`src/twrb_pkg.sv`:
```
package twrb_pkg;

  localparam int TIME_W  = 32;
  localparam int CNT_W   = 8;
  localparam int OCC_W   = 7;
  localparam int LIMIT_W = 7;
  localparam int CFG_W   = 32;
  localparam int CFG_IDX_W = 2;

  typedef enum logic [1:0] {
    OP_ADD     = 2'd0,
    OP_RELEASE = 2'd1,
    OP_FLUSH   = 2'd2,
    OP_ADVANCE = 2'd3
  } op_t;

  typedef enum logic [CFG_IDX_W-1:0] {
    CFG_PROC_WIN  = 2'd0,
    CFG_CLUST_WIN = 2'd1,
    CFG_HIT_LIMIT = 2'd2
  } cfg_idx_t;

  // key_time: hit time for add, new window end for advance
  // aux_time: candidate window end for add, new window start for advance
  typedef struct packed {
    op_t               op;
    logic [TIME_W-1:0] key_time;
    logic [TIME_W-1:0] aux_time;
  } cmd_t;

  function automatic logic [TIME_W-1:0] floor_sub(input logic [TIME_W-1:0] a,
                                                  input logic [TIME_W-1:0] b);
    floor_sub = (a > b) ? (a - b) : '0;
  endfunction

endpackage

```
`src/twrb_in_if.sv`:
```
interface twrb_in_if #(
  parameter int PAYLOAD_BITS = 32
);
  logic                    valid;
  logic                    ready;
  logic [1:0]              op;
  logic [31:0]             hit_time;
  logic [PAYLOAD_BITS-1:0] hit_payload;
  logic [31:0]             new_window_end;

  modport source (output valid, op, hit_time, hit_payload, new_window_end, input ready);
  modport sink   (input valid, op, hit_time, hit_payload, new_window_end, output ready);
endinterface

```
`src/twrb_front.sv`:
```
module twrb_front #(
  parameter int PAYLOAD_BITS = 32
) (
  twrb_in_if.sink                      in_ch,
  input  logic [twrb_pkg::TIME_W-1:0]  proc_win,
  output logic                         push_valid,
  input  logic                         push_ready,
  output twrb_pkg::cmd_t               push_cmd,
  output logic [PAYLOAD_BITS-1:0]      push_payload
);
  import twrb_pkg::*;

  op_t op;

  always_comb begin
    op = op_t'(in_ch.op);
    push_cmd.op = op;
    case (op)
      OP_ADD: begin
        push_cmd.key_time = in_ch.hit_time;
        // wraps modulo 2^32 on purpose
        push_cmd.aux_time = in_ch.hit_time + proc_win;
      end
      OP_ADVANCE: begin
        push_cmd.key_time = in_ch.new_window_end;
        push_cmd.aux_time = floor_sub(in_ch.new_window_end, proc_win);
      end
      default: begin
        push_cmd.key_time = '0;
        push_cmd.aux_time = '0;
      end
    endcase
  end

  assign push_valid   = in_ch.valid;
  assign push_payload = in_ch.hit_payload;
  assign in_ch.ready  = push_ready;

endmodule

```
`src/flat_wrapper.sv`:
```
// flat-port wrapper written by rule: the top's interface ports become plain ports
module twrb_front_flat import twrb_pkg::*;
#(
  parameter int PAYLOAD_BITS = 32
)
  (proc_win, push_valid, push_ready, push_cmd, push_payload, in_ch_valid, in_ch_op, in_ch_hit_time, in_ch_hit_payload, in_ch_new_window_end, in_ch_ready);
  twrb_in_if #(.PAYLOAD_BITS(PAYLOAD_BITS)) in_ch_i ();
  input  logic [twrb_pkg::TIME_W-1:0] proc_win;
  output logic push_valid;
  input  logic push_ready;
  output twrb_pkg::cmd_t push_cmd;
  output logic [PAYLOAD_BITS-1:0] push_payload;
  input wire logic [$bits(in_ch_i.valid)-1:0] in_ch_valid;
  input wire logic [$bits(in_ch_i.op)-1:0] in_ch_op;
  input wire logic [$bits(in_ch_i.hit_time)-1:0] in_ch_hit_time;
  input wire logic [$bits(in_ch_i.hit_payload)-1:0] in_ch_hit_payload;
  input wire logic [$bits(in_ch_i.new_window_end)-1:0] in_ch_new_window_end;
  output wire logic [$bits(in_ch_i.ready)-1:0] in_ch_ready;
  assign in_ch_i.valid = in_ch_valid;
  assign in_ch_i.op = in_ch_op;
  assign in_ch_i.hit_time = in_ch_hit_time;
  assign in_ch_i.hit_payload = in_ch_hit_payload;
  assign in_ch_i.new_window_end = in_ch_new_window_end;
  assign in_ch_ready = in_ch_i.ready;
  twrb_front #(.PAYLOAD_BITS(PAYLOAD_BITS)) u_core (.in_ch(in_ch_i), .proc_win(proc_win), .push_valid(push_valid), .push_ready(push_ready), .push_cmd(push_cmd), .push_payload(push_payload));
endmodule
```
`config.mk`:
```
export PLATFORM = sky130hd
export DESIGN_NAME = twrb_front_flat
export DESIGN_NICKNAME = d
export VERILOG_FILES = /design/src/twrb_pkg.sv /design/src/twrb_in_if.sv /design/src/twrb_front.sv /design/src/flat_wrapper.sv
export SDC_FILE = /design/constraint.sdc
export NUM_CORES = 1
export LEC_CHECK = 0
export ABC_CLOCK_PERIOD_IN_PS = 6000
export BUFFER_PORTS_ARGS = -buffer_cell sky130_fd_sc_hd__clkbuf_2
export CORE_ASPECT_RATIO = 2
export CORE_MARGIN = 2
export CORE_UTILIZATION = 45
export DETAILED_ROUTE_END_ITERATION = 12
export GPL_TIMING_DRIVEN = 1
export PLACE_DENSITY_LB_ADDON = 0.1
export SLEW_MARGIN = 20
export SYNTH_ARGS = -nofsm -noshare
export SYNTH_HDL_FRONTEND = slang
export SYNTH_SLANG_ARGS = --single-unit
```
`constraint.sdc`:
```
create_clock -name vclk -period 6
set_input_delay 1.2 -clock vclk [all_inputs]
set_output_delay 1.2 -clock vclk [all_outputs]
set_load 0.02 [all_outputs]
```
==> results of run 1 <==
==> synthesized netlist by cell type, types with 5 or more instances <==
library cell   n  area, um2
a211oi_1       5       37.5
a21o_1        33        248
a21oi_1       59        295
a22oi_1       49        368
and3_1         9       56.3
buf_4         37        278
clkbuf_1      21       78.8
ha_1          65        813
inv_1         48        180
nand2_1       36        135
nand2b_1      16        100
nand3_1       14       70.1
nand4_1        6       37.5
nor2_1        66        248
nor2b_1       11       68.8
nor3_1         9       45.0
o211ai_1       6       45.0
o21a_1         7       52.6
o21ai_0       14       70.1
o21ai_1        7       35.0
o21bai_1       6       45.0
o22ai_1       11       68.8
xnor2_1       30        263
xor2_1        24        210
==> power by group <==
part / internal [mW] / switching, mW / leakage (nW)
clock network: 0 / 0 / 0
registers: 0 / 0 / 0
logic: 0.225 / 0.331 / 2.67
==> worst max-delay path, cell delays in order <==
cell       delay (ps)
clkbuf_2           90
ha_1              360
a2111oi_1         500
a211o_1           300
a21oi_1           140
a311o_1           440
a211oi_2          320
o21ai_1           170
o31a_1            270
xnor2_1           120
o22ai_1           120
clkbuf_2          200
==> layer usage <==
metal	global-route usage [%]	vias to the layer above
met5	0	-
met4	12.5	0
met3	2.62	48
met2	57.6	184
met1	25.6	2336
li1	-	2522
==> final cells by class <==
type / count / area, um2 / share of cell area (%)
inverters: 48 / 180 / 3.67
well taps: 104 / 130 / 2.65
multi-input cells: 529 / 3740 / 76.3
repair buffers: 168 / 851 / 17.3
==> metrics by stage <==
stage / setup WS (ps) / std cells
final: 561 / 849
after global routing: 292 / 849
after floorplan: 926 / 639
after global placement: 655 / 849
after CTS: 574 / 849
after detailed placement: 592 / 849
==> cells by family (layout without fill, tap and decap cells) <==
| group | Yosys count | after routing |
|---|---|---|
| buffers and inverters | 110 | 216 |
| AO/OA/AOI/OAI | 231 | 231 |
| AND/OR/NAND/NOR | 176 | 176 |
| XOR/XNOR | 54 | 54 |
| adder cells (fa/ha/maj) | 67 | 67 |
| multiplexers | 1 | 1 |
==> worst max-delay path by stage <==
| stage | slack, ps | startpoint | cells past startpoint | to |
|---|---|---|---|---|
| 5_1_grt | 290 | in_ch_new_window_end[0] | 15 | push_cmd[16] |
| 3_5_place_dp | 590 | in_ch_hit_time[0] | 15 | push_cmd[30] |
| 2_1_floorplan | 930 | in_ch_new_window_end[0] | 14 | push_cmd[16] |
| 3_3_place_gp | 650 | in_ch_hit_time[0] | 15 | push_cmd[30] |
| 6_report | 560 | in_ch_hit_time[7] | 12 | push_cmd[30] |
| 4_1_cts | 570 | in_ch_hit_time[0] | 15 | push_cmd[30] |
==> cells in the final DEF, fill, tap and decap left out, types with 4 or more instances in the layout <==
cell / n
nand3_1: 14
a21o_1: 33
a211oi_1: 5
clkbuf_2: 164
nor3_1: 9
o211ai_1: 6
a22oi_1: 49
buf_4: 4
nor2_1: 66
nand2b_1: 16
xnor2_1: 30
o21a_1: 7
inv_1: 48
nand4_1: 6
xor2_1: 24
a31oi_1: 4
o21bai_1: 6
nor2b_1: 11
ha_1: 64
and3_1: 9
nand2_1: 36
o21ai_1: 7
a21oi_1: 59
o21ai_0: 14
o22ai_1: 11
==> results.json, run 1 <==
{
  "status": "finished clean",
  "grt_max_degree": 34,
  "min_from": "push_ready",
  "seq_area_frac_synth_pct": 0,
  "drive_above_1_share_pct": 23.5,
  "relSlewSlack_pct": 49.7,
  "seq_cells": 0,
  "met1_length_mm": 5.06,
  "hold_depth": 0,
  "wl_per_cell_um": 17.8,
  "worstSetupStartpointType": "input port",
  "grt_antenna_before_repair": 0,
  "setup_viol": 0,
  "cts_setup_buffers": 0,
  "timing.hold.ws_ps": 2400,
  "via_count": 5090,
  "synth_top_family_by_area": "compound AO/OA/AOI/OAI gates",
  "yosysWarnings": 0,
  "wl_mm": 15.1,
  "antenna_cells": 0,
  "critPathKind": "in -> out",
  "start_util_pct": 46.1,
  "core_um2": 9320,
  "synth_xor_area_share_pct": 11.0,
  "ys_types": 56,
  "cts_resized": 0,
  "hold_viol_final": 0,
  "antenna_left": 0,
  "clkbuf_count": 0,
  "postSynthNetCount": 838,
  "cp.required_ps": 4800,
  "hold_class": "in -> out",
  "row_count": 50,
  "nNetsFinal": 946,
  "postSynthAreaPerCell_um2": 6.72,
  "fin_tns_setup_ps": 0,
  "slew_viol_final": 0,
  "tightest_slew_ps": 750,
  "hold_end": "in_ch_ready",
  "synth_compound_area_share_pct": 36.7,
  "fin_crit_ps": 5440,
  "die_w_um": 73.1,
  "drc": 0,
  "synth_fa_ha_area_share_pct": 19.9,
  "hold_buffers": 0,
  "area_delta_synth_final_pct": 14.2,
  "cp.arrival_ps": 4240,
  "power_density_nw_per_um2": 113,
  "max_freq_mhz": 184,
  "portBuffers": 164,
  "syn_inst": 639,
  "dpl_cell_area_um2": 4910,
  "die_area_um2": 10400,
  "route.met3.wl_um": 630,
  "fin_area_um2": 4910,
  "rsz0062_at_grt": "false",
  "route.met2.wl_mm": 8.59,
  "synth.area.mux_share_pct": 0.233,
  "overflow": 0,
  "first_global_vias": 5113,
  "worstSetupEndpointType": "primary output",
  "p_total_mw": 0.557,
  "pin_count": 232,
  "fp.dieH_um": 142,
  "yosys.area_share.simple_pct": 19.3,
  "max-vdd-ir-drop_mv": 0.0588,
  "dr.pass1.iters": 4,
  "dr.first_iter.drc_count": 195,
  "dp_hpwl_mm": 12.8,
  "seqCellArea_um2": 0,
  "period_share_pct": 90.7,
  "p_leak_nw": 2.67,
  "grt_pass1_wl_mm": 23.5,
  "fill_cells": 986,
  "crit_fanout": 5,
  "synthesis.area_um2": 4300,
  "routabilityCongestion": 0.972,
  "top_layer": "met4",
  "max-cap-violations": 0,
  "fin_util_pct": 52.6,
  "grt_use_total_pct": 28.0,
  "viasPerCell": 6.00
}
(Power assumes the default switching activity.)
==> inputs of run 2 (changes only) <==
--- a/config.mk
+++ b/config.mk
@@ -13,6 +13,7 @@
 export DETAILED_ROUTE_END_ITERATION = 12
 export GPL_TIMING_DRIVEN = 1
 export PLACE_DENSITY_LB_ADDON = 0.1
+export REMOVE_ABC_BUFFERS = 1
 export SLEW_MARGIN = 20
 export SYNTH_ARGS = -nofsm -noshare
 export SYNTH_HDL_FRONTEND = slang
==> run 2 against run 1 <==
Net effect:
- combinational power about the same
- power about the same
- global-route usage grew 3.4 points
- setup slack worse by 89 ps
- die area unchanged
- final cell count is 0.12% higher
- non-clock buffer count grew 1
- core utilization increased by 0.080 points
- first-iteration DRC count down 20%
- critical endpoint unchanged
- largest cell class unchanged
==> results.json, run 2 (synthesis gave the netlist of run 1 again) <==
{
  "max-vdd-ir-drop_mv": 0.0936,
  "hold_viol_final": 0,
  "cp_cell_sequence": "clkbuf_2, ha_1, o211a_1, a211oi_1, a211o_1, a21oi_1, a311o_1, a211oi_2, o21ai_1, o31a_1, xnor2_1, o22ai_1, clkbuf_2",
  "routabilityCongestion": 0.915,
  "core_um2": 9320,
  "max_stage_delay_ps": 440,
  "seqCellArea_um2": 0,
  "seq_power_share_pct": 0,
  "cts_setup_buffers": 0,
  "critPathKind": "in -> out",
  "setup_viol": 0,
  "status": "finished clean",
  "viasPerCell": 6.03,
  "drive_above_1_share_pct": 23.6,
  "max-cap-violations": 0,
  "p_total_mw": 0.557,
  "wl_mm": 17.1,
  "p_switching_mw": 0.331,
  "cp.arrival_ps": 4330,
  "worstSetupEndpointType": "primary output",
  "relSlewSlack_pct": 53.6,
  "slew_viol_final": 0,
  "antenna_left": 0,
  "power_density_nw_per_um2": 113,
  "p_leak_nw": 2.67,
  "fin_crit_ps": 5530,
  "first_global_vias": 5065,
  "nNetsFinal": 947,
  "area_delta_synth_final_pct": 14.4,
  "crit_path_top_delay_cell": "a311o_1",
  "die_area_um2": 10400,
  "pwr-share-clk_pct": 0,
  "row_count": 50,
  "wl_per_cell_um": 20.1,
  "cpMostUsedCell": "clkbuf_2",
  "die_w_um": 73.1,
  "clkbuf_count": 0,
  "final_common_cell": "clkbuf_2",
  "hold_class": "in -> out",
  "overflow": 0,
  "fin_tns_setup_ps": 0,
  "antenna_cells": 0,
  "tightest_slew_ps": 696,
  "dr.pass1.iters": 4,
  "swShare_pct": 59.3,
  "layout_common_cells": "clkbuf_2 (164), nor2_1 (66), ha_1 (64)",
  "pwr-share-comb_pct": 100.0,
  "portBuffers": 164,
  "rsz0062_at_grt": "false",
  "grt_max_degree": 33,
  "start_util_pct": 46.1,
  "grt_pass1_wl_mm": 25.6,
  "max_freq_mhz": 181,
  "period_share_pct": 92.1,
  "intPower_mw": 0.226,
  "seq_cells": 0,
  "dr.first_iter.drc_count": 156,
  "crit_fanout": 4,
  "grt_use_total_pct": 31.3,
  "cp.required_ps": 4800,
  "dp_hpwl_mm": 14.7,
  "grt_antenna_before_repair": 0,
  "pin_count": 232,
  "drc": 0,
  "fp.dieH_um": 142,
  "worstSetupStartpointType": "input port",
  "via_count": 5128,
  "cts_resized": 0,
  "hold_buffers": 0
}
[run 2: changes by cell type in the layout (fill, tap and decap cells not counted), sizes merged]
cell / previous run / this run
buf: 4 / 5
[run 2: cell type report]
class / instances / area, um2
fillers: 981 / 4410
multi-input cells: 529 / 3740
repair buffers: 169 / 858
inverters: 48 / 180
well taps: 104 / 130
[run 2: worst paths after layout]
kind,cells after the start,from,endpoint,slack (ps)
worst max-delay path,13,in_ch_hit_time[5],push_cmd[30],470
worst min-delay path,0,in_ch_hit_payload[4],push_payload[4],2400
[run 2: metal layers]
metal,vias to the layer above,track usage (%),part of all wire (%)
li1,2502,-,-
met1,2366,26.3,31
met2,218,61.9,55
met3,42,12.0,10
met4,0,12.5,4.0
met5,-,0,0
[run 2: worst max-delay path, delay by kind of cell]
family                   cells  cell delay, ps
XOR/XNOR                     1             120
buffers and inverters        2             300
adder cells (fa/ha/maj)      1             350
AO/OA/AOI/OAI                9            2360
[run 2: power groups by stage]
stage	clock network [mW]	logic (mW)	registers, mW
3_5_place_dp	0	0.551	0
6_report	0	0.557	0
3_3_place_gp	0	0.546	0
2_1_floorplan	0	0.384	0
4_1_cts	0	0.554	0
5_1_grt	0	0.609	0
[run 2: through the flow]
stage / utilization, % / worst slack (ps) / instance area, um2 / cells / hold slack (ps)
floorplan: - / 668 / 3920 / 577 / 2400
global placement: 52.7 / 522 / 4910 / 850 / 2400
detailed placement: 52.7 / 511 / 4910 / 850 / 2400
CTS: 52.7 / 489 / 4910 / 850 / 2400
global route: 52.7 / 251 / 4910 / 850 / 2400
finish: 52.7 / 472 / 4910 / 850 / 2400
