$ cat src/twrb_queue.sv
module twrb_queue #(
  parameter int WIDTH = 8
) (
  input  logic             clk,
  input  logic             rst_n,
  input  logic             push_valid,
  output logic             push_ready,
  input  logic [WIDTH-1:0] push_data,
  output logic             pop_valid,
  input  logic             pop,
  output logic [WIDTH-1:0] pop_data
);
  logic [WIDTH-1:0] slot_r [2];
  logic             wr_ptr_r;
  logic             rd_ptr_r;
  logic [1:0]       fill_r;
  logic             do_push;

  assign push_ready = (fill_r != 2'd2);
  assign pop_valid  = (fill_r != 2'd0);
  assign pop_data   = slot_r[rd_ptr_r];
  assign do_push    = push_valid && push_ready;

  always_ff @(posedge clk) begin
    if (do_push) begin
      slot_r[wr_ptr_r] <= push_data;
    end
  end

  always_ff @(posedge clk) begin
    if (!rst_n) begin
      wr_ptr_r <= 1'b0;
      rd_ptr_r <= 1'b0;
      fill_r   <= 2'd0;
    end else begin
      if (do_push) wr_ptr_r <= ~wr_ptr_r;
      if (pop) rd_ptr_r <= ~rd_ptr_r;
      fill_r <= fill_r + {1'b0, do_push} - {1'b0, pop};
    end
  end

  assert property (@(posedge clk) disable iff (!rst_n) fill_r != 2'd3)
    else $error("queue fill out of range");
  assert property (@(posedge clk) disable iff (!rst_n) pop |-> pop_valid)
    else $error("pop from empty queue");
  assert property (@(posedge clk) disable iff (!rst_n)
                   (fill_r == 2'd0) |-> (wr_ptr_r == rd_ptr_r))
    else $error("queue pointers disagree when empty");

endmodule

$ cat config.mk
export PLATFORM = sky130hd
export DESIGN_NAME = twrb_queue
export DESIGN_NICKNAME = d
export VERILOG_FILES = /design/src/twrb_queue.sv
export SDC_FILE = /design/constraint.sdc
export NUM_CORES = 1
export LEC_CHECK = 0
export BUFFER_PORTS_ARGS = -buffer_cell sky130_fd_sc_hd__buf_4
export CAP_MARGIN = 40
export CORE_UTILIZATION = 53
export DETAILED_ROUTE_END_ITERATION = 10
export PLACE_DENSITY = 0.87
export SYNTH_ARGS = -nofsm -noshare
export SYNTH_HDL_FRONTEND = slang
export SYNTH_SLANG_ARGS = --single-unit
$ cat constraint.sdc
create_clock -name clk -period 2.9 [get_ports clk]
set_input_delay 0.145 -clock clk [delete_from_list [all_inputs] [get_ports clk]]
set_output_delay 0.145 -clock clk [all_outputs]
set_load 0.03 [all_outputs]
==> out/results.tsv, run 1 <==
stage	metric	value	unit
clocking	numCtsBuffers	3	
final_layout	final_nets	91	
logic_synthesis	synth_area_leaders	edfxtp_1 57%, dfxtp_1 12%, mux2_2 11%	
sta	timing.final.crit_share	0.564	
worst_setup_path	r2r_start	fill_r[0]	
logic_synthesis	synth_seq_area_share	0.689	
logic_synthesis	syn_area_per_cell	15.9	um^2
logic_synthesis	synth_ff_type	edfxtp_1	
final_layout	multi_input_area	249	um^2
logic_synthesis	synth-simple-area-share	0.0877	
grt	grt_pass1_vias	497	
clocking	insertion_delay	290	ps
grt	gr-usage-all-layers	0.173	
logic_synthesis	synth.area.mux_share	0.119	
sta	hold_viol_final	0	
clocking	clkSinkCount	21	
run_status	status	complete, no violations	
worst_setup_path	crit_start	fill_r[0]	
clocking	post_cts_resized	0	
logic_synthesis	ys_types	22	
job	maxCapViolations	0	
route	post_drt_wl_per_cell	14.1	um
clocking	clk_path_buf_depth	2	
logic_synthesis	synthArstFlopShare	0	
logic_synthesis	synth_top_family_by_area	multiplexers	
worst_setup_path	crit_type	flop to flop	
route	routed_wl	1310	um
logic_synthesis	synth_top_area_share	0.571	
logic_synthesis	synth_top_area_cell	edfxtp_1	
sta	worst_slew_pin_slew	385	ps
worst_setup_path	cp_slowest_cell	dfxtp_1	
clocking	cts_hold_buf	0	
placement	dp_cells	89	
logic_synthesis	yosys.cell_count.top_type	edfxtp_1	
placement	port_buffers	21	
worst_setup_path	critical-path-top-delay-family	simple AND/OR/NAND/NOR gates	
clocking	cts_setup_buffers	0	
clocking	clk_pin_slew	110	ps
route	antenna_left	0	
grt	grt.overflow.total	0	
clocking	h-tree-depth	1	
worst_setup_path	cp_slowest_stage_delay	390	ps
grt	antenna_found_initial	0	
grt	grt_pass1_wl	2160	um
final_layout	instances_no_fill	93	
logic_synthesis	synthTopCellsByCount	16 x edfxtp_1, 8 x mux2_2, 5 x dfxtp_1	
sta	rsz0062_at_grt	no	
final_layout	areaGrowthSynthToFinish	23.6	%
logic_synthesis	synth_nets	66	
route	drc	0	
sta	tns	0	ps
floorplanning	row_count	14	
placement	hpwl	955	um
grt	grt_max_degree	12	
sta	fmax	612	MHz
worst_setup_path	cp-start-kind	flop	
power	powerDensity	642	nW/um^2
floorplanning	die-area	1750	um^2
sta	skew	2.99	ps
logic_synthesis	syn_area	842	um^2
route	vias_per_cell	5.25	
worst_hold_path	min_path_type	input port to flop	
logic_synthesis	synth_fa_ha_area_frac	0.0149	
worst_setup_path	crit_fanout	5	
sta	setup_violations	0	
logic_synthesis	ys_warn_count	0	
floorplanning	fp.dieH	41.9	um
route	dr.pass1.iters	4	
floorplanning	core	1490	um^2
power	vdd_drop_max	0.467	mV
clocking	cts_root_buf	clkbuf_4	
final_layout	seq_area	581	um^2
floorplanning	ios	22	
placement	gp_congestion	0.673	
worst_setup_path	cp_cell_sequence	nand2b_1 -> nand2_1 -> xnor2_1 -> ha_1 -> nor4b_1 -> a211o_1	
route	vias	488	
power	total_power	0.669	mW
power	p_leak	0.420	nW
worst_setup_path	critPathRequiredTime	3140	ps
route	wl_met1	515	um
logic_synthesis	synth_seq_cells	21	
route	wl_met2	697	um
logic_synthesis	synthCells	53	
logic_synthesis	synth_compound_area_frac	0.0535	
final_layout	nFillCells	107	
worst_setup_path	end_kind	flop	
sta	drv_slew	0	
floorplanning	die_w	41.9	um
worst_hold_path	hp-start	push_data[0]	
route	routed-wl-met3	80	um
worst_setup_path	cp.arrival	1880	ps
final_layout	drive_above_1_share	0.455	
final_layout	diodes	0	
sta	fin_crit	1640	ps
logic_synthesis	synth-xor-area-share	0.0208	
worst_setup_path	path_buf_inv	0	
floorplanning	start_util	0.566	
route	routed.top_layer	met4	
sta	max_slew_margin	0.743	
route	drtIter0Drc	10	
clocking	tritoncts	yes	
logic_synthesis	synth_edf_count	16	
==> per-stage QoR <==
stage                     utilization  hold slack, ps  instance area (um^2)  setup WS, ps
after detailed placement        0.682             333                  1010          1280
after global placement          0.682             330                  1010          1440
after floorplan                     -             244                   842          1240
after CTS                       0.699            21.4                  1040          1260
after global routing            0.699            6.52                  1040          1190
final                           0.699            28.7                  1040          1260
==> worst paths after layout <==
kind | to | slack, ps | depth (start not counted)
setup / recovery | fill_r[1] | 1260 | 6
hold reg to reg | wr_ptr_r | 570 | 2
hold / removal | slot_r[0][0] | 30 | 1
setup reg to reg | fill_r[1] | 1260 | 6
==> power breakdown <==
part	total, mW	switching, mW	internal (mW)
Combinational	0.162	0.0895	0.0729
Sequential	0.373	0.0169	0.356
Clock	0.133	0.0797	0.0535
==> cell usage in the layout (no fill, tap or decap), types with 2 or more instances in the layout <==
| master | n |
|---|---|
| nand3b_1 | 2 |
| and2_1 | 3 |
| edfxtp_1 | 16 |
| clkbuf_4 | 3 |
| dfxtp_1 | 5 |
| mux2_2 | 8 |
| inv_1 | 2 |
| buf_4 | 21 |
| nand2_1 | 2 |
==> metal layers <==
layer / up-vias / GRT usage
li1: 243 / -
met1: 223 / 0.201
met2: 20 / 0.288
met3: 2 / 0.0435
met4: 0 / 0.103
met5: - / 0
==> sequential cells by signal, summed over array words and instances (netlist names), named ones only <==
register	cells
fill_r	2
rd_ptr_r	1
wr_ptr_r	1
slot_r	16
==> layout make-up <==
| type | count | share of cell area |
|---|---|---|
| repair buffers | 21 | 0.151 |
| multi-input cells | 29 | 0.239 |
| flip-flops and latches | 21 | 0.558 |
| clock buffers | 4 | 0.0252 |
| inverters | 2 | 0.00721 |
| well taps | 16 | 0.0192 |
==> cells by family (layout without fill, tap and decap cells) <==
logic type	Yosys count	count (layout)
buffers and inverters	3	27
adders and majority gates	1	1
AOI/OAI and AO/OA	5	5
xor gates and xnor gates	2	2
and+or+nand+nor	12	12
muxes	9	9
DFF	21	21
==> worst reg2reg max path: cells and delay by family (launching register included) <==
kind / cells / cell delay [ps]
compound gates: 1 / 200
xor+xnor: 1 / 130
fa+ha+maj: 1 / 220
flops: 1 / 390
simple gates: 3 / 640
No activity file was read; power rests on OpenSTA's default activity.
==> run 2: changes to the inputs <==
- CORE_UTILIZATION: 53 -> 49
- PLACE_DENSITY: 0.87 -> 0.82
- clock period: 2.9 -> 1.7 ns (I/O delays scaled with it)
==> run 2 against run 1 <==
Critical endpoint unchanged. Sequential power rose by 70%. Via count is 7.4% higher. Non-clock buffer count grew 8. Wire length fell by 1.5%. Power is 72% higher. The flow now finishes with violations (design-rule violations). First-iteration DRC count is 30% higher. Die area is 7.8% higher. Highest routed layer unchanged. Sequential share of layout area is 4.0 points lower.
==> out/results.tsv, run 2 (same netlist as run 1, synthesis figures left out) <==
stage	metric	value	unit	change
run_status	status	finished, violations left		
run_status	violations	design-rule violations		
sta	tns	0	ps	unchanged
clocking	clk_pin_slew	110	ps	about the same
final_layout	nFillCells	117		+9.3%
floorplanning	die_w	43.5	um	+3.8%
route	routed_wl	1290	um	-1.5%
final_layout	top_register	slot_r		
route	drc	2		+2
final_layout	diodes	0		unchanged
clocking	cts_root_buf	clkbuf_4		
placement	place_ws	130	ps	-1150 ps
grt	gr-usage-all-layers	0.150		-0.0233
floorplanning	row_count	14		unchanged
worst_setup_path	crit_type	flop to flop		
final_layout	finalInstanceArea	1120	um^2	+7.7%
final_layout	areaGrowthSynthToFinish	33.1	%	
final_layout	largest_register_ffs	16		unchanged
final_layout	drive_above_1_share	0.412		-0.0428
grt	grt_pass1_vias	526		+5.8%
worst_setup_path	cp.arrival	1780	ps	-100 ps
placement	port_buffers	21		unchanged
clocking	h-tree-depth	1		unchanged
sta	drv_slew	0		unchanged
floorplanning	die-area	1890	um^2	+7.8%
clocking	insertion_delay	300	ps	about the same
job	maxCapViolations	0		unchanged
clocking	numCtsBuffers	3		unchanged
sta	rsz0062_at_grt	no		
placement	dp_cells	89		unchanged
power	total_power	1.15	mW	+72%
sta	worst_slew_pin_slew	384	ps	-1.35 ps
final_layout	reg_top3	slot_r: 16 flops, fill_r: 2 flops		
worst_setup_path	cp-start-kind	flop		
final_layout	final_common_cell	buf_4		
clocking	tritoncts	yes		
route	vias	524		+7.4%
sta	max_slew_margin	0.744		+0.000897
sta	setup_violations	0		unchanged
clocking	clk_path_buf_depth	2		unchanged
final_layout	final_nets	99		+8.8%
final_layout	instances_no_fill	101		+8.6%
sta	setup_slack	115	ps	-1150 ps
sta	fmax	631	MHz	+3.2%
floorplanning	core	1560	um^2	+4.7%
final_layout	multi_input_area	249	um^2	unchanged
clocking	post_cts_resized	0		unchanged
route	vias_per_cell	5.19		-1.1%
placement	hpwl	899	um	-5.9%
grt	grt.overflow.total	0		unchanged
clocking	clkSinkCount	21		unchanged
route	antenna_left	0		unchanged
grt	grt_max_degree	12		unchanged
grt	grt_pass1_wl	2040	um	-5.4%
worst_setup_path	critPathRequiredTime	1900	ps	-1240 ps
sta	skew	6.13	ps	+3.14 ps
placement	place_area	1010	um^2	unchanged
placement	gp_congestion	0.675		+0.22%
power	powerDensity	1030	nW/um^2	+60%
final_layout	layout_common_cells	21 x buf_4, 16 x edfxtp_1, 8 x mux2_2, 8 x dlygate4sd3_1, 5 x dfxtp_1		
route	drtIter0Drc	13		+3
floorplanning	start_util	0.540		-0.0254
floorplanning	ios	22		unchanged
sta	fin_crit	1580	ps	-50.2 ps
worst_hold_path	min_path_type	input port to flop		
floorplanning	fp.dieH	43.5	um	+3.8%
final_layout	seq_area	581	um^2	unchanged
power	vdd_drop_max	0.694	mV	+49%
power	p_leak	0.454	nW	+8.0%
sta	hold_viol_final	0		unchanged
grt	antenna_found_initial	0		unchanged
route	post_drt_wl_per_cell	12.8	um	-9.3%
sta	timing.final.crit_share	0.932		+0.368
worst_setup_path	end_kind	flop		
worst_setup_path	crit_fanout	5		unchanged
route	dr.pass1.iters	6		+2
==> run 2: changes by cell type in the layout (fill, tap and decap cells not counted), sizes merged <==
cell / previous run / this run
dlygate4sd3: 0 / 8
==> run 2: cell type report <==
type,instances,area share
clock buffers,4,0.0234
well taps,16,0.0179
repair buffers,29,0.212
flip-flops and latches,21,0.518
inverters,2,0.00670
multi-input cells,29,0.222
==> run 2: power breakdown <==
part           switching [mW]  total (mW)  internal (mW)
Sequential             0.0275       0.635          0.608
Combinational           0.155       0.291          0.136
Clock                   0.135       0.226         0.0914
Total                   0.318        1.15          0.835
==> run 2: metal layers <==
| layer | GRT usage | up-vias | part of all wire |
|---|---|---|---|
| li1 | - | 260 | - |
| met1 | 0.169 | 248 | 0.43 |
| met2 | 0.273 | 14 | 0.51 |
| met3 | 0.0250 | 2 | 0.048 |
| met4 | 0.0750 | 0 | 0.0078 |
| met5 | 0 | - | 0 |
==> run 2: timing repair <==
action / in CTS / in global routing
setup buffers: 0 / 0
hold buffers: 8 / 0
endpoints found under the hold margin: 16 / 0
endpoints found under the setup margin: 0 / 0
==> run 2: critical path, stage by stage, from the launching register on <==
cell,delay [ps]
dfxtp_1,390
nand2b_1,200
nand2_1,90
xnor2_1,150
ha_1,230
nand3b_1,130
mux2i_1,70
a211o_1,220
==> run 2: worst paths after layout <==
check                               start   endpoint  slack (ps)  depth (start not counted)
worst max-delay path            fill_r[0]  fill_r[1]         120                          7
worst min-delay path                rst_n       flop          50                          2
worst max register to register  fill_r[0]  fill_r[1]         120                          7
worst min register to register   wr_ptr_r   wr_ptr_r         580                          2
==> run 2: per-stage QoR <==
step                      utilization  hold slack, ps
after floorplan                     -             184
after global placement          0.651             270
after detailed placement        0.651             273
after CTS                       0.719            43.6
after global routing            0.719            41.3
final                           0.719            48.5
==> run 3: changes to the inputs <==
- REMOVE_ABC_BUFFERS: unset -> 1
==> run 3 against run 2 <==
The flow still finishes with violations (design-rule violations). Die area unchanged. Clock power down 2%. Sequential power about the same. Utilization up 0.080 points. Worst hold slack better by 9.0 ps. Combinational power about the same. Via count up 2.3%. Setup slack worse by 9.8 ps. Critical path depth unchanged. First-iteration DRC count down 38%. Largest power group unchanged.
==> out/results.tsv, run 3 (same netlist as run 1, synthesis figures left out) <==
stage	metric	value	unit	change
run_status	status	finished, violations left		
run_status	violations	design-rule violations		
worst_setup_path	r2r_start	fill_r[0]		
worst_setup_path	cp-start-kind	flop		
sta	timing.final.crit_share	0.938		+0.00579
worst_setup_path	reg2regPathDepth	7		unchanged
placement	port_buffers	21		unchanged
worst_setup_path	end_kind	flop		
sta	fmax	627	MHz	-0.62%
final_layout	diodes	0		unchanged
final_layout	drive_above_1_share	0.424		+0.0118
floorplanning	start_util	0.540		unchanged
floorplanning	fp.dieH	43.5	um	unchanged
grt	grt_pass1_vias	516		-1.9%
grt	busiest_layer	met2		
clocking	insertion_delay	290	ps	about the same
sta	drv_slew	0		unchanged
clocking	clk_pin_slew	100	ps	about the same
worst_setup_path	crit_fanout	5		unchanged
floorplanning	core	1560	um^2	unchanged
worst_hold_path	min_path_type	input port to flop		
floorplanning	row_count	14		unchanged
final_layout	reg_top3	slot_r: 16 flops, fill_r: 2 flops		
route	routed_wl	1340	um	+3.9%
worst_setup_path	cp_slowest_stage_delay	390	ps	about the same
power	p_leak	0.456	nW	+0.60%
sta	skew	4.35	ps	-1.77 ps
clocking	tritoncts	yes		
grt	grtUsageMet2	0.291		+0.0182
worst_setup_path	cp.depth	7		unchanged
sta	tns	0	ps	unchanged
grt	use_met1	0.176		+0.00750
clocking	cts_root_buf	clkbuf_4		
placement	gp_congestion	0.637		-5.7%
worst_setup_path	cp_cell_sequence	nand2b_1 -> nand2_1 -> xnor2_1 -> ha_1 -> nand3b_1 -> mux2i_1 -> a211o_1		
sta	setup_violations	0		unchanged
floorplanning	ios	22		unchanged
power	powerDensity	1020	nW/um^2	-0.51%
worst_setup_path	worst_r2r_endpoint	fill_r[1]		
route	vias_per_cell	5.31		+2.3%
power	vdd_drop_max	0.750	mV	+8.0%
sta	rsz0062_at_grt	no		
clocking	h-tree-depth	1		unchanged
job	maxCapViolations	0		unchanged
sta	setup_slack	105	ps	-9.85 ps
worst_setup_path	crit_type	flop to flop		
grt	grt.overflow.total	0		unchanged
floorplanning	die-area	1890	um^2	unchanged
worst_setup_path	crit_start	fill_r[0]		
grt	gr-usage-all-layers	0.159		+0.00856
final_layout	largest_register_ffs	16		unchanged
route	antenna_left	0		unchanged
sta	max_slew_margin	0.731		-0.0133
worst_setup_path	cp_slowest_cell	dfxtp_1		
grt	antenna_found_initial	0		unchanged
route	drtIter0Drc	8		-5
worst_setup_path	critPathRequiredTime	1890	ps	about the same
grt	grt_use_met3	0.0542		+0.0292
worst_setup_path	critPathCapture	fill_r[1]		
route	drc	2		unchanged
sta	fin_crit	1590	ps	+9.85 ps
grt	grt_pass1_wl	2110	um	+3.4%
final_layout	areaGrowthSynthToFinish	33.3	%	
sta	hold_viol_final	0		unchanged
route	dr.pass1.iters	7		+1
clocking	clkSinkCount	21		unchanged
final_layout	top_register	slot_r		
worst_setup_path	path_buf_inv	0		unchanged
clocking	numCtsBuffers	3		unchanged
floorplanning	die_w	43.5	um	unchanged
worst_setup_path	cp.arrival	1780	ps	about the same
grt	grt_max_degree	13		+1
worst_setup_path	rrSetupSlack	110	ps	about the same
worst_setup_path	critical-path-top-delay-family	simple AND/OR/NAND/NOR gates		
placement	hpwl	904	um	+0.54%
final_layout	layout_common_cells	21 x buf_4, 16 x edfxtp_1, 8 x mux2_2, 8 x dlygate4sd3_1, 5 x dfxtp_1		
placement	place_ws	151	ps	+21.5 ps
final_layout	final_nets	99		unchanged
clocking	clk_path_buf_depth	2		unchanged
route	vias	536		+2.3%
sta	worst_slew_pin_slew	404	ps	+19.9 ps
route	post_drt_wl_per_cell	13.2	um	+3.9%
final_layout	final_common_cell	buf_4		
[run 3: changes by cell type in the layout (fill, tap and decap cells not counted)]
cell      delta
clkinv_2     +1
clkbuf_1     -1
[run 3: layout make-up]
cell class / instances / area [um^2]
clock buffer: 3 / 22.5
clock inverter: 1 / 5.00
sequential: 21 / 581
fill: 119 / 437
inverter: 2 / 7.51
timing repair buffer: 29 / 238
tap: 16 / 20.0
multi-input combinational: 29 / 249
[run 3: worst min path at each step]
stage                            start            to  slack (ps)  cells past startpoint
after floorplan           push_data[0]  slot_r[0][0]         180                      0
after global placement    push_data[4]  slot_r[0][4]         270                      1
after detailed placement  push_data[5]  slot_r[0][5]         270                      1
after CTS                        rst_n          flop          40                      2
after global routing             rst_n     fill_r[0]          40                      2
final                            rst_n          flop          60                      2
[run 3: metal layers]
metal	up-vias	routed length [um]
met5	-	0
met2	23	720
met1	253	537
met3	0	80
li1	260	-
met4	0	0
[run 3: timing repair]
item	in CTS	in global routing
hold buffers	8	0
endpoints found under the hold margin	16	0
setup buffers	0	0
gates resized for setup	0	0
endpoints found under the setup margin	0	0
[run 3: power breakdown]
| group | switching (mW) | internal [mW] |
|---|---|---|
| sequential | 0.0286 | 0.608 |
| combinational | 0.154 | 0.136 |
| clock | 0.134 | 0.0874 |
| total | 0.317 | 0.831 |
[run 3: worst register-to-register path, delay by kind of cell (launching register included)]
kind                       cells  cell delay [ps]
AOI/OAI and AO/OA              1              220
DFF                            1              390
muxes                          1               70
and+or+nand+nor                3              400
xor gates and xnor gates       1              160
adders and majority gates      1              240
[run 3: metrics by stage]
| stage | power [mW] | instances | cell area [um^2] | hold WS, ps | util |
|---|---|---|---|---|---|
| floorplan | 0.821 | 52 | 837 | 184 | - |
| CTS | 1.16 | 101 | 1120 | 44.4 | 0.720 |
| finish | 1.15 | 101 | 1120 | 57.5 | 0.720 |
| global placement | 0.916 | 89 | 1010 | 270 | 0.651 |
| global route | 1.21 | 101 | 1120 | 42.3 | 0.720 |
| detailed placement | 0.925 | 89 | 1010 | 273 | 0.651 |
